`src/hw/rtl/trst_pkg.sv`:
```
// trst_pkg: shared types, sizes and codes of the time range schedule table
// no dependencies; imported by the table unit, the compare unit and the testbench files
`default_nettype none

package trst_pkg;

   localparam int MaxEntries = 16;
   localparam int AddrW      = 4;
   localparam int CntW       = 5;
   localparam int TimeW      = 27;
   localparam int SpeedW     = 31;

   // operation codes
   localparam logic [3:0] OP_ADD       = 4'd0;
   localparam logic [3:0] OP_REMOVE    = 4'd1;
   localparam logic [3:0] OP_CLEAR     = 4'd2;
   localparam logic [3:0] OP_SET_START = 4'd3;
   localparam logic [3:0] OP_SET_END   = 4'd4;
   localparam logic [3:0] OP_SET_DOWN  = 4'd5;
   localparam logic [3:0] OP_SET_UP    = 4'd6;
   localparam logic [3:0] OP_SET_PAUSE = 4'd7;
   localparam logic [3:0] OP_LOOKUP    = 4'd8;
   localparam logic [3:0] OP_READ      = 4'd9;

   // overlap codes
   localparam logic [1:0] CONF_NONE  = 2'd0;
   localparam logic [1:0] CONF_START = 2'd1;
   localparam logic [1:0] CONF_END   = 2'd2;
   localparam logic [1:0] CONF_BOTH  = 2'd3;

   typedef struct packed {
      logic [3:0]        op;
      logic [3:0]        index;
      logic [TimeW-1:0]  start_time;
      logic [TimeW-1:0]  end_time;
      logic [SpeedW-1:0] download_speed;
      logic [SpeedW-1:0] upload_speed;
      logic              pause_flag;
      logic [TimeW-1:0]  now_time;
   } req_type;

   typedef struct packed {
      logic              accepted;
      logic [1:0]        conflict;
      logic              updated;
      logic [3:0]        hit_index;
      logic [CntW-1:0]   entry_count;
      logic [TimeW-1:0]  out_start;
      logic [TimeW-1:0]  out_end;
      logic [SpeedW-1:0] out_download;
      logic [SpeedW-1:0] out_upload;
      logic              out_pause;
   } rsp_type;

   typedef struct packed {
      logic [TimeW-1:0]  start_ms;
      logic [TimeW-1:0]  end_ms;
      logic [SpeedW-1:0] down;
      logic [SpeedW-1:0] up;
      logic              pause;
   } entry_type;

   // compare results of probes a and b against an entry's start s and end e
   typedef struct packed {
      logic a_lt_s;
      logic a_eq_s;
      logic a_lt_e;
      logic a_eq_e;
      logic b_lt_s;
      logic b_eq_s;
      logic b_lt_e;
      logic b_eq_e;
   } cmp_type;

   typedef enum logic [2:0] {
      ST_IDLE,
      ST_RD,
      ST_EV,
      ST_SHRD,
      ST_SHWR,
      ST_WR,
      ST_FIN
   } state_type;

endpackage

`default_nettype wire

```
`src/hw/rtl/time_range_schedule_table_unit.sv`:
```
// Time range schedule table: sequencer over one entry RAM and one compare unit.
// Clear and rejects go straight to the result; read and field edits read and evaluate the entry,
// start/end edits that check a neighbor read and evaluate it too; add and lookup scan entries
// (read, evaluate each), add and remove move entries (read, write each); add then writes the insert.
// One operation at a time; the next transfer is taken the cycle after the result is latched.
// Synchronous active-high reset empties the table; entry storage is not cleared.
`default_nettype none

module time_range_schedule_table_unit
   import trst_pkg::*;
(
   input  wire logic    clock,
   input  wire logic    reset,
   input  wire logic    req_valid,
   output logic         req_stall,
   input  wire req_type req_data,
   output logic         rsp_valid,
   input  wire logic    rsp_stall,
   output rsp_type      rsp_data
);

   state_type         state_ff, state_in, go_state;
   req_type           req_ff, req_in;
   logic [CntW-1:0]   count_ff, count_in;
   logic [AddrW-1:0]  ptr_ff, ptr_in;
   logic [AddrW-1:0]  pos_ff, pos_in;
   logic              found_ff, found_in;
   logic [1:0]        code_ff, code_in;
   logic              phase_ff, phase_in;
   entry_type         ent_ff, ent_in;
   logic              acc_ff, acc_in;
   logic              upd_ff, upd_in;
   logic [AddrW-1:0]  hit_ff, hit_in;
   entry_type         out_ff, out_in;
   logic              rsp_valid_ff;
   rsp_type           rsp_data_ff;

   logic              ram_we;
   logic [AddrW-1:0]  ram_waddr;
   logic [AddrW-1:0]  ram_raddr;
   entry_type         ram_wdata;
   entry_type         ram_rdata;
   cmp_type           cmp;
   logic [TimeW-1:0]  probe_a;

   trst_ram #(
      .Width($bits(entry_type)),
      .Depth(MaxEntries)
   ) u_ram (
      .clock  (clock),
      .wr_en  (ram_we),
      .wr_addr(ram_waddr),
      .wr_data(ram_wdata),
      .rd_addr(ram_raddr),
      .rd_data(ram_rdata)
   );

   assign probe_a = (req_ff.op == OP_LOOKUP) ? req_ff.now_time : req_ff.start_time;

   trst_cmp u_cmp (
      .probe_a  (probe_a),
      .probe_b  (req_ff.end_time),
      .ent_start(ram_rdata.start_ms),
      .ent_end  (ram_rdata.end_ms),
      .flags    (cmp)
   );

   // read address: remove moves entry ptr+1 down to ptr
   assign ram_raddr = (state_ff == ST_SHRD && req_ff.op == OP_REMOVE)
                      ? AddrW'(ptr_ff + AddrW'(1)) : ptr_ff;

   // datapath, RAM writes and branch decisions
   always_comb begin
      logic in_rng;
      logic last;
      logic so, eo, enc;
      logic [1:0] code_nx;
      logic [AddrW-1:0] pos_nx;
      req_in   = req_ff;
      count_in = count_ff;
      ptr_in   = ptr_ff;
      pos_in   = pos_ff;
      found_in = found_ff;
      code_in  = code_ff;
      phase_in = phase_ff;
      ent_in   = ent_ff;
      acc_in   = acc_ff;
      upd_in   = upd_ff;
      hit_in   = hit_ff;
      out_in   = out_ff;
      go_state = ST_FIN;
      ram_we    = 1'b0;
      ram_waddr = req_ff.index;
      ram_wdata = ram_rdata;
      in_rng  = CntW'(req_data.index) < count_ff;
      last    = (CntW'(ptr_ff) + CntW'(1)) == count_ff;
      so      = !cmp.a_lt_s && (cmp.a_lt_e || cmp.a_eq_e);
      eo      = !cmp.b_lt_s && (cmp.b_lt_e || cmp.b_eq_e);
      enc     = (cmp.a_lt_s || cmp.a_eq_s) && !cmp.b_lt_e;
      code_nx = code_ff;
      pos_nx  = pos_ff;

      unique case (state_ff)
         ST_IDLE: begin
            if (req_valid) begin
               req_in   = req_data;
               acc_in   = 1'b0;
               upd_in   = 1'b0;
               code_in  = CONF_NONE;
               hit_in   = '0;
               out_in   = '0;
               phase_in = 1'b0;
               found_in = 1'b0;
               ptr_in   = req_data.index;
               case (req_data.op) inside
                  OP_ADD: begin
                     if (req_data.start_time < req_data.end_time &&
                         count_ff != CntW'(MaxEntries)) begin
                        pos_in = count_ff[AddrW-1:0];
                        ptr_in = '0;
                        go_state = (count_ff == '0) ? ST_WR : ST_RD;
                     end
                  end
                  OP_REMOVE: begin
                     if (in_rng) begin
                        acc_in = 1'b1;
                        upd_in = 1'b1;
                        if (CntW'(req_data.index) + CntW'(1) < count_ff) begin
                           go_state = ST_SHRD;
                        end else begin
                           count_in = count_ff - CntW'(1);
                        end
                     end
                  end
                  OP_CLEAR: begin
                     count_in = '0;
                     acc_in   = 1'b1;
                     upd_in   = 1'b1;
                  end
                  OP_LOOKUP: begin
                     ptr_in = '0;
                     if (count_ff != '0) go_state = ST_RD;
                  end
                  OP_SET_START, OP_SET_END, OP_SET_DOWN, OP_SET_UP,
                  OP_SET_PAUSE, OP_READ: begin
                     if (in_rng) go_state = ST_RD;
                  end
                  default: go_state = ST_FIN;
               endcase
            end
         end

         ST_EV: begin
            case (req_ff.op)
               // overlap scan and insert position search
               OP_ADD: begin
                  if (enc || (so && eo) || (code_ff == CONF_END && so) ||
                      (code_ff == CONF_START && eo)) begin
                     code_in = CONF_BOTH;
                  end else begin
                     if (so) code_nx = CONF_START;
                     else if (eo) code_nx = CONF_END;
                     if (!found_ff && cmp.a_lt_s) begin
                        pos_nx   = ptr_ff;
                        found_in = 1'b1;
                     end
                     code_in = code_nx;
                     pos_in  = pos_nx;
                     if (!last) begin
                        ptr_in   = AddrW'(ptr_ff + AddrW'(1));
                        go_state = ST_RD;
                     end else if (code_nx == CONF_NONE) begin
                        if (CntW'(pos_nx) == count_ff) begin
                           go_state = ST_WR;
                        end else begin
                           ptr_in   = AddrW'(count_ff - CntW'(1));
                           go_state = ST_SHRD;
                        end
                     end
                  end
               end
               OP_LOOKUP: begin
                  if (!cmp.a_lt_s && cmp.a_lt_e) begin
                     acc_in = 1'b1;
                     hit_in = ptr_ff;
                     out_in = ram_rdata;
                  end else if (!last) begin
                     ptr_in   = AddrW'(ptr_ff + AddrW'(1));
                     go_state = ST_RD;
                  end
               end
               OP_READ: begin
                  acc_in = 1'b1;
                  out_in = ram_rdata;
               end
               OP_SET_DOWN: begin
                  acc_in = 1'b1;
                  ram_wdata.down = req_ff.download_speed;
                  if (ram_rdata.down != req_ff.download_speed) begin
                     ram_we = 1'b1;
                     upd_in = 1'b1;
                  end
               end
               OP_SET_UP: begin
                  acc_in = 1'b1;
                  ram_wdata.up = req_ff.upload_speed;
                  if (ram_rdata.up != req_ff.upload_speed) begin
                     ram_we = 1'b1;
                     upd_in = 1'b1;
                  end
               end
               OP_SET_PAUSE: begin
                  acc_in = 1'b1;
                  ram_wdata.pause = req_ff.pause_flag;
                  if (ram_rdata.pause != req_ff.pause_flag) begin
                     ram_we = 1'b1;
                     upd_in = 1'b1;
                  end
               end
               // start edit, guarded by own end and previous end
               OP_SET_START: begin
                  if (!phase_ff) begin
                     ent_in = ram_rdata;
                     ram_wdata.start_ms = req_ff.start_time;
                     if (cmp.a_eq_s) begin
                        acc_in = 1'b1;
                     end else if (cmp.a_lt_e) begin
                        if (req_ff.index == '0) begin
                           ram_we = 1'b1;
                           acc_in = 1'b1;
                           upd_in = 1'b1;
                        end else begin
                           phase_in = 1'b1;
                           ptr_in   = AddrW'(req_ff.index - AddrW'(1));
                           go_state = ST_RD;
                        end
                     end
                  end else begin
                     ram_wdata = ent_ff;
                     ram_wdata.start_ms = req_ff.start_time;
                     if (!cmp.a_lt_e && !cmp.a_eq_e) begin
                        ram_we = 1'b1;
                        acc_in = 1'b1;
                        upd_in = 1'b1;
                     end
                  end
               end
               // end edit, guarded by own start and next start
               OP_SET_END: begin
                  if (!phase_ff) begin
                     ent_in = ram_rdata;
                     ram_wdata.end_ms = req_ff.end_time;
                     if (cmp.b_eq_e) begin
                        acc_in = 1'b1;
                     end else if (!cmp.b_lt_s && !cmp.b_eq_s) begin
                        if (CntW'(req_ff.index) + CntW'(1) == count_ff) begin
                           ram_we = 1'b1;
                           acc_in = 1'b1;
                           upd_in = 1'b1;
                        end else begin
                           phase_in = 1'b1;
                           ptr_in   = AddrW'(req_ff.index + AddrW'(1));
                           go_state = ST_RD;
                        end
                     end
                  end else begin
                     ram_wdata = ent_ff;
                     ram_wdata.end_ms = req_ff.end_time;
                     if (cmp.b_lt_s) begin
                        ram_we = 1'b1;
                        acc_in = 1'b1;
                        upd_in = 1'b1;
                     end
                  end
               end
               default: go_state = ST_FIN;
            endcase
         end

         // move one entry per pass
         ST_SHWR: begin
            ram_we    = 1'b1;
            ram_wdata = ram_rdata;
            if (req_ff.op == OP_ADD) begin
               ram_waddr = AddrW'(ptr_ff + AddrW'(1));
               if (ptr_ff == pos_ff) begin
                  go_state = ST_WR;
               end else begin
                  ptr_in   = AddrW'(ptr_ff - AddrW'(1));
                  go_state = ST_SHRD;
               end
            end else begin
               ram_waddr = ptr_ff;
               ptr_in    = AddrW'(ptr_ff + AddrW'(1));
               if (CntW'(ptr_ff) + CntW'(2) < count_ff) begin
                  go_state = ST_SHRD;
               end else begin
                  count_in = count_ff - CntW'(1);
               end
            end
         end

         // insert the new entry
         ST_WR: begin
            ram_we    = 1'b1;
            ram_waddr = pos_ff;
            ram_wdata.start_ms = req_ff.start_time;
            ram_wdata.end_ms   = req_ff.end_time;
            ram_wdata.down     = req_ff.download_speed;
            ram_wdata.up       = req_ff.upload_speed;
            ram_wdata.pause    = req_ff.pause_flag;
            count_in = count_ff + CntW'(1);
            acc_in   = 1'b1;
            upd_in   = 1'b1;
         end

         default: go_state = ST_FIN;
      endcase
   end

   // next state
   always_comb begin
      state_in = state_ff;
      unique case (state_ff)
         ST_IDLE: if (req_valid) state_in = go_state;
         ST_RD:   state_in = ST_EV;
         ST_EV:   state_in = go_state;
         ST_SHRD: state_in = ST_SHWR;
         ST_SHWR: state_in = go_state;
         ST_WR:   state_in = ST_FIN;
         ST_FIN:  if (!rsp_valid_ff || !rsp_stall) state_in = ST_IDLE;
         default: state_in = ST_IDLE;
      endcase
   end

   // control registers
   always_ff @(posedge clock) begin
      if (reset) begin
         state_ff     <= ST_IDLE;
         count_ff     <= '0;
         rsp_valid_ff <= 1'b0;
      end else begin
         state_ff <= state_in;
         count_ff <= count_in;
         if (state_ff == ST_FIN && (!rsp_valid_ff || !rsp_stall)) begin
            rsp_valid_ff <= 1'b1;
         end else if (!rsp_stall) begin
            rsp_valid_ff <= 1'b0;
         end
      end
   end

   // payload registers
   always_ff @(posedge clock) begin
      req_ff   <= req_in;
      ptr_ff   <= ptr_in;
      pos_ff   <= pos_in;
      found_ff <= found_in;
      code_ff  <= code_in;
      phase_ff <= phase_in;
      ent_ff   <= ent_in;
      acc_ff   <= acc_in;
      upd_ff   <= upd_in;
      hit_ff   <= hit_in;
      out_ff   <= out_in;
      if (state_ff == ST_FIN && (!rsp_valid_ff || !rsp_stall)) begin
         rsp_data_ff.accepted     <= acc_ff;
         rsp_data_ff.conflict     <= code_ff;
         rsp_data_ff.updated      <= upd_ff;
         rsp_data_ff.hit_index    <= hit_ff;
         rsp_data_ff.entry_count  <= count_ff;
         rsp_data_ff.out_start    <= out_ff.start_ms;
         rsp_data_ff.out_end      <= out_ff.end_ms;
         rsp_data_ff.out_download <= out_ff.down;
         rsp_data_ff.out_upload   <= out_ff.up;
         rsp_data_ff.out_pause    <= out_ff.pause;
      end
   end

   assign req_stall = (state_ff != ST_IDLE);
   assign rsp_valid = rsp_valid_ff;
   assign rsp_data  = rsp_data_ff;

`ifndef NO_ASSERTIONS
   ast_count_bound: assert property (@(posedge clock) disable iff (reset)
      count_ff <= CntW'(MaxEntries))
      else $error("entry count beyond table size");
   ast_upd_acc: assert property (@(posedge clock) disable iff (reset)
      rsp_valid_ff |-> (!rsp_data_ff.updated || rsp_data_ff.accepted))
      else $error("update reported on rejected operation");
   ast_conf_rej: assert property (@(posedge clock) disable iff (reset)
      rsp_valid_ff |-> (!rsp_data_ff.accepted || rsp_data_ff.conflict == CONF_NONE))
      else $error("accepted operation carries a conflict");
   ast_count_hold: assert property (@(posedge clock) disable iff (reset)
      (state_ff == ST_IDLE && !req_valid) |=> $stable(count_ff))
      else $error("entry count changed while idle");
`endif

endmodule

`default_nettype wire

```
`src/hw/rtl/trst_ram.sv`:
```
// trst_ram: generic single write, single read RAM with registered read
// no dependencies
`default_nettype none

module trst_ram #(
   parameter int Width = 8,
   parameter int Depth = 16
) (
   input  wire logic                     clock,
   input  wire logic                     wr_en,
   input  wire logic [$clog2(Depth)-1:0] wr_addr,
   input  wire logic [Width-1:0]         wr_data,
   input  wire logic [$clog2(Depth)-1:0] rd_addr,
   output logic      [Width-1:0]         rd_data
);

   logic [Width-1:0] mem_ff [Depth];
   logic [Width-1:0] rd_data_ff;

   // write port and registered read port
   always_ff @(posedge clock) begin
      if (wr_en) begin
         mem_ff[wr_addr] <= wr_data;
      end
      rd_data_ff <= mem_ff[rd_addr];
   end

   assign rd_data = rd_data_ff;

endmodule

`default_nettype wire

```
`src/hw/rtl/trst_cmp.sv`:
```
// trst_cmp: shared time compare unit, two probes against one entry's range
// depends on trst_pkg
`default_nettype none

module trst_cmp
   import trst_pkg::*;
(
   input  wire logic [TimeW-1:0] probe_a,
   input  wire logic [TimeW-1:0] probe_b,
   input  wire logic [TimeW-1:0] ent_start,
   input  wire logic [TimeW-1:0] ent_end,
   output cmp_type               flags
);

   // four magnitude compares, each giving less and equal
   always_comb begin
      flags.a_lt_s = probe_a < ent_start;
      flags.a_eq_s = probe_a == ent_start;
      flags.a_lt_e = probe_a < ent_end;
      flags.a_eq_e = probe_a == ent_end;
      flags.b_lt_s = probe_b < ent_start;
      flags.b_eq_s = probe_b == ent_start;
      flags.b_lt_e = probe_b < ent_end;
      flags.b_eq_e = probe_b == ent_end;
   end

endmodule

`default_nettype wire

```
`config.mk`:
```
export PLATFORM = sky130hd
export DESIGN_NAME = time_range_schedule_table_unit
export DESIGN_NICKNAME = d
export VERILOG_FILES = /design/src/hw/rtl/trst_pkg.sv /design/src/hw/rtl/time_range_schedule_table_unit.sv /design/src/hw/rtl/trst_ram.sv /design/src/hw/rtl/trst_cmp.sv
export SDC_FILE = /design/constraint.sdc
export NUM_CORES = 2
export LEC_CHECK = 0
export BUFFER_PORTS_ARGS = -buffer_cell sky130_fd_sc_hd__clkbuf_2
export CAP_MARGIN = 10
export CELL_PAD_IN_SITES_DETAIL_PLACEMENT = 2
export CELL_PAD_IN_SITES_GLOBAL_PLACEMENT = 2
export CORE_MARGIN = 2
export CORE_UTILIZATION = 44
export CTS_BUF_LIST = sky130_fd_sc_hd__clkbuf_16
export CTS_CLUSTER_DIAMETER = 200
export CTS_CLUSTER_SIZE = 40
export DETAILED_ROUTE_END_ITERATION = 10
export GPL_TIMING_DRIVEN = 0
export PLACE_DENSITY_LB_ADDON = 0.1
export SYNTH_ARGS = -nofsm -noshare
export SYNTH_HDL_FRONTEND = slang
export SYNTH_SLANG_ARGS = --single-unit
```
`constraint.sdc`:
```
create_clock -name clock -period 30.9 [get_ports clock]
set_clock_uncertainty 0.2 [all_clocks]
set_input_delay 3.09 -clock clock [delete_from_list [all_inputs] [get_ports clock]]
set_output_delay 3.09 -clock clock [all_outputs]
set_load 0.05 [all_outputs]
```
Yosys cells after proc, flatten, opt, wreduce, memory -nomap -nowiden
Memories as Yosys holds them, arrays and structs flattened. A register that Yosys moved wholly into a read port is not among the register bits.
Cells that the tools add are included.
Cells by class
  order comparisons: 8
  muxes and demuxes: 166
  bitwise operators: 1
  eq/ne operators: 88
  reductions and logical operators: 59
  add/sub/neg operators: 10
Operator list (number)
  $pmux 117 s2: 3
  $mux 117: 2
  $pmux 31 s3: 2
  $mux 4: 36
  $lt 27x27->1: 5
  $eq 27x27->1: 4
  $pmux 54 s2: 1
  $mux 3: 30
  $mux 90: 1
  $mux 63: 1
  $ne 31x31->1: 2
  $ne 3x3->1 const B: 19
  $mux 27: 2
  $mux 1: 52
  $mux 5: 8
  $ne 4x4->1 const B: 10
  $eq 4x3->1 const B: 8
  $ne 5x5->1 const B: 5
  $ne 2x2->1 const B: 12
  $pmux 4 s2: 3
  $pmux 3 s6: 1
  $reduce_and 17->1: 1
  $eq 4x4->1 const B: 4
  $mux 2: 8
  other kinds (56): 112
Word-level totals
  word-level logic and storage cells: 372
  memories: 1
  input bits: 156
  flip-flop bits (word level): 543
  output and inout port bits: 132
  memory bits (writable): 1872
Memory list
  u_ram.mem_ff: words 16, bits a word 117, rd ports 1, clocked after memory_dff 1, wr ports 1, line trst_ram.sv:17  | logic [Width-1:0] mem_ff [Depth];

Depth between registers and ports, before layout
  depth in word-level cells: 21
  depth in mapped cells: 17
  gate-level depth less buffers: 14

Modules after synthesis
Synthesis repeated with hierarchy kept, for this count alone.
Unflattened totals
  cell total of the unflattened synthesis: 5045
  area total of the unflattened synthesis: 98150.4 um2
Modules (own cells, without submodules)
  trst_ram: seq. area each 58556.2 um2, instances 1, area an instance 72203.0 um2, cells each 2990
  time_range_schedule_table_unit: seq. area each 16215.6 um2, instances 1, area an instance 23399.9 um2, cells each 1724
  trst_cmp: seq. area each 0.0 um2, instances 1, area an instance 2547.4 um2, cells each 331

Least setup slack after synthesis
No wires, ideal clock.
  path type: reg2reg
  start point: register req_ff[151] in the netlist's numbering
  end point: register out_ff[0] in the netlist's numbering, enable pin
  cell stages (with the launch flop): 16
  buffers on the path: 3
  data arrival time: 21453 ps
  period minus slack after synthesis: 22865 ps
  path slack: 8035 ps
  library setup time: 1212 ps
  data required time: 29488 ps
  cells stage by stage: edfxtp_1 -> clkbuf_1 -> nor4b_1 -> clkbuf_1 -> clkbuf_1 -> nand2_1 -> nand2_1 -> ha_1 -> a211oi_1 -> nor2_1 -> o41a_1 -> nor2_1 -> nand2_1 -> a31oi_1 -> nor3_1 -> a2111oi_0
On the way
  cells in the longest elaborated chain, start to end: 7
  elaborated cells on any way between the ends: 10
  classes of those cells: 2 x order compare; 4 x eq/ne; 1 x mux; 3 x reduce/logical
Ends and longest elaborated chain
  from (decl): line time_range_schedule_table_unit.sv:23  | req_type req_ff, req_in;
  from (signal assigned): line time_range_schedule_table_unit.sv:355  | req_ff <= req_in;
  $eq 4x4->1: line time_range_schedule_table_unit.sv:58, time_range_schedule_table_unit.sv:154
  $mux 27: line time_range_schedule_table_unit.sv:58  | assign probe_a = (req_ff.op == OP_LOOKUP) ? req_ff.now_time : req_ff.start_time;
  $lt 27x27->1: line trst_cmp.sv:17  | flags.a_lt_s = probe_a < ent_start;
  $logic_not 1->1: line time_range_schedule_table_unit.sv:183  | if (!cmp.a_lt_s && cmp.a_lt_e) begin
  $logic_and 1x1->1: line time_range_schedule_table_unit.sv:183
  $ne 3x3->1 (no source line)
  $reduce_and 4->1 (no source line) *
  to (signal assigned): line time_range_schedule_table_unit.sv:365  | out_ff <= out_in;
  to (decl): line time_range_schedule_table_unit.sv:34  | entry_type out_ff, out_in;
Mark *: on every way between the ends. The rest lies on a longest branch, timed or not.
A chain may end at the register's enable or synchronous reset.

Worst setup path in the final report
  start point: register req_ff[151] in the netlist's numbering
  end point: register out_ff[51] in the netlist's numbering, enable pin
The elaborated chain is that of the path after synthesis.

==> out/results.txt <==
Top FF cell, synth = edfxtp_1
dominant cell type by area after synthesis = edfxtp_1
Worst Max-Slew Pin Slew = 1360 ps
switching portion of total power = 0.449
DRC = 0
Flop pwr share = 0.438
Num CTS Buffers = 73
clk slew on worst S/H paths = 160 ps
port bufs = 286
clock power share = 0.126
# setup viols final = 0
top cell type's share of synthesized area = 0.709
Setup crit start kind = flop
DR vias/cell = 6.21
largest net degree at the start of global routing = 88
syn_nets = 8005
most used routing layer = met2
Worst Hold Depth = 0
Max Cap Viol = 0
first-pass GRT wire length = 552 mm
critical path class = reg2reg
worst path cell trace = clkbuf_1 -> nor4b_1 -> clkbuf_1 -> clkbuf_1 -> nand2_1 -> nand2_1 -> ha_1 -> nand4_1 -> nor4_1 -> o41ai_1 -> nand3_1 -> nand2_1 -> a31oi_1 -> nor3_1 -> a2111oi_2 -> buf_4 -> buf_4 -> buf_4 -> buf_4 -> buf_4 -> buf_4 -> buf_6 -> buf_2
synthesis-to-finish area growth = 10.2%
CP bufs+invs = 11
initial antenna violation count = 30
critical hold path startpoint = out_ff[48]
Total Power = 12000 uW
CP max stage cell = nor4_1
Synth area leaders = edfxtp_1 (71%), nand2_1 (7.5%), a311oi_1 (3.0%), dfxtp_1 (2.5%), nand3_1 (2.5%)
row cnt = 176
Ports = 288
CTS max path bufs = 3
period utilization = 0.294
worst hold path type = reg2reg
min cycle time layout = 9070 ps
Syn Area/Cell = 13.3 um^2
r2r setup slk = 21830 ps
core box area = 230000 um^2
fin util = 0.488
CP dominant cell by count = buf_4
Die Span X = 485 um
Hold Path Sink = rsp_data[48]
max_slew headroom = 0.0920
status = finished, final reports clean
met2 GRT Util = 0.538
die area = 236000 um^2
Seq. cell area = 74800 um^2
grt met1 use = 0.432
Mapped Area = 102000 um^2
Tot GR Track Use = 0.324
logic gate share of total power = 0.437
Ys Warns = 0
Static Leakage = 0.0394 uW
layout cell share with drive strength beyond 1 = 0.0836
Max VDD drop = 0.0734 mV
CP required = 31180 ps
CTS resizes = 0
Post-CTS Setup Inserts = 0
clock sinks = 2532
Worst path top cell family by delay = buffers and inverters
Clock Root Buffer = clkbuf_16
Clk Latency, worst-skew pair = 830 ps
Starting Density = 0.443
GPL Wtd Cong = 0.902
register area share after synthesis = 0.733
fmax = 110 MHz
Hold Fails Final Rpt = 0
DR iter-0 viols = 8071
Crit Reg-Reg Endpoint = out_ff[51]
Switching Power = 5390 uW
reg2reg path depth = 23
#FFs+latches synth = 2532
Post-synth ARST share = 0
wire length per cell = 34.3 um
Die Y = 485 um
ANT nets after route = 0
total power density per cell area = 107 nW/um^2
hold-fix buffers at CTS = 0
fillers = 21969
WL final = 389 mm
Final nets = 8531
DRT Pass-1 Iters = 9
grt ovf = 0
reg2reg start = req_ff[151]
Worst setup EP type = flop
multi-input logic area = 24700 um^2
worst endpoint data arrival time = 9350 ps
hpwl dp = 283 mm
Slew Viols, Final = 0
CTS tree = built
Post-Synthesis Cells = 7690
met3 Usage GRT = 0.0392
Post-synth EDFFs = 2406
H-tree levels = 3
vias post-DR = 70361
vias in the first global route = 75363
internal power = 6620 uW
Critical Path Fanout Max = 10
slowest cell delay on critical path = 990 ps
Yosys cell types = 87
RSZ-0062 raised after global routing = no
[placed cells by master, fill, tap and decap left out, types with 54 or more instances in the layout]
cell type  netlist  final
xnor2_1         60     58
a311oi_1       355    355
buf_12           0     81
inv_1          182    234
a21oi_1        235    233
nand3_1        502    502
a222oi_1        75     75
clkbuf_16        0     76
a31oi_1        131    131
dfxtp_1        126    126
ha_1           158    158
and3_1         307    307
clkbuf_2         0    304
nor2_1         134    116
o21ai_0         98     54
edfxtp_1      2406   2406
buf_2           69     77
clkbuf_1       392    374
nand2_1       2045   2045
[how the worst max path moves through the flow]
stage / start / endpoint / slack [ps] / cells after the start
after floorplan: req_ff[151] / out_ff[0] / 8040 / 15
after global placement: req_ff[151] / out_ff[51] / -10990 / 15
after detailed placement: req_ff[151] / out_ff[77] / 21940 / 22
after CTS: req_ff[151] / out_ff[52] / 21870 / 23
after global routing: req_ff[151] / out_ff[72] / 21660 / 22
final: req_ff[151] / out_ff[51] / 21830 / 23
[cells by family (layout without fill, tap and decap cells)]
| kind of cell | after synthesis | after routing | synth area share |
|---|---|---|---|
| adder cells (fa/ha/maj) | 159 | 159 | 0.0196 |
| other | 0 | 21 | 0 |
| XOR/XNOR | 100 | 100 | 0.00866 |
| buffers and inverters | 673 | 1259 | 0.0263 |
| AND/OR/NAND/NOR | 3124 | 3124 | 0.133 |
| multiplexers | 11 | 11 | 0.00115 |
| flip-flops | 2532 | 2532 | 0.733 |
| AO/OA/AOI/OAI | 1091 | 1091 | 0.0782 |
[per-stage QoR]
stage	instances	area [um^2]	setup TNS (ps)	hold slack, ps	setup WS, ps
4_1_cts	11298	112000	0	222	21870
2_1_floorplan	7690	102000	0	200	8040
3_5_place_dp	11163	110000	0	205	21940
5_1_grt	11303	112000	0	240	21660
6_report	11323	112000	0	202	21830
3_3_place_gp	11002	107000	-1275630	202	-10990
[state kept, by name, indices dropped and copies added (netlist names)]
signal / count
acc_ff: 1
code_ff: 2
count_ff: 5
ent_ff: 117
found_ff: 1
hit_ff: 4
out_ff: 117
phase_ff: 1
pos_ff: 4
ptr_ff: 4
req_ff: 152
rsp_data: 130
rsp_valid: 1
state_ff: 3
u_ram.mem_ff: 1872
u_ram.rd_data: 117
upd_ff: 1
[worst reg2reg max path: stages (launching register included)]
cell and delay [ps]:
edfxtp_1 610, clkbuf_1 410, nor4b_1 850, clkbuf_1 640, clkbuf_1 520, nand2_1 150
nand2_1 190, ha_1 190, nand4_1 130, nor4_1 990, o41ai_1 430, nand3_1 490
nand2_1 110, a31oi_1 220, nor3_1 100, a2111oi_2 730, buf_4 320, buf_4 220
buf_4 210, buf_4 210, buf_4 210, buf_4 180, buf_6 170, buf_2 260
[synthesized netlist by cell type, drive strengths merged, types with 13 or more instances]
library cell / count
a311oi: 356
o21ai: 99
clkbuf: 397
and3: 310
a22o: 40
a222oi: 75
a21oi: 235
a31oi: 131
nand2b: 13
dfxtp: 126
nand2: 2047
a22oi: 43
xnor2: 61
inv: 184
nor2: 134
a21o: 23
buf: 92
nand3: 502
nor3: 15
ha: 158
nand4: 40
nor2b: 13
xor2: 39
nor4: 18
edfxtp: 2406
[cell type report]
class                           instances  share of cell area
Inverter                              184             0.00622
Timing Repair Buffer                  451              0.0359
Multi-Input combinational cell       4485               0.220
Clock inverter                         59             0.00272
Tap cell                             3026              0.0337
Antenna cell                           21            0.000468
Buffer                                489              0.0179
Sequential cell                      2532               0.666
Clock buffer                           76              0.0169
[power groups by stage]
stage	clock network, uW	logic [uW]	registers, uW
floorplan	0	2520	5320
global placement	0	4540	5510
detailed placement	0	5140	5320
CTS	1530	5170	5250
global route	1600	5550	5280
finish	1510	5240	5260
[layer usage]
layer / part of all wire / routed length, um
met1: 0.40 / 157000
met2: 0.48 / 187000
met3: 0.068 / 26300
met4: 0.047 / 18400
met5: 0 / 0
Power figures use the tool's default switching activity.
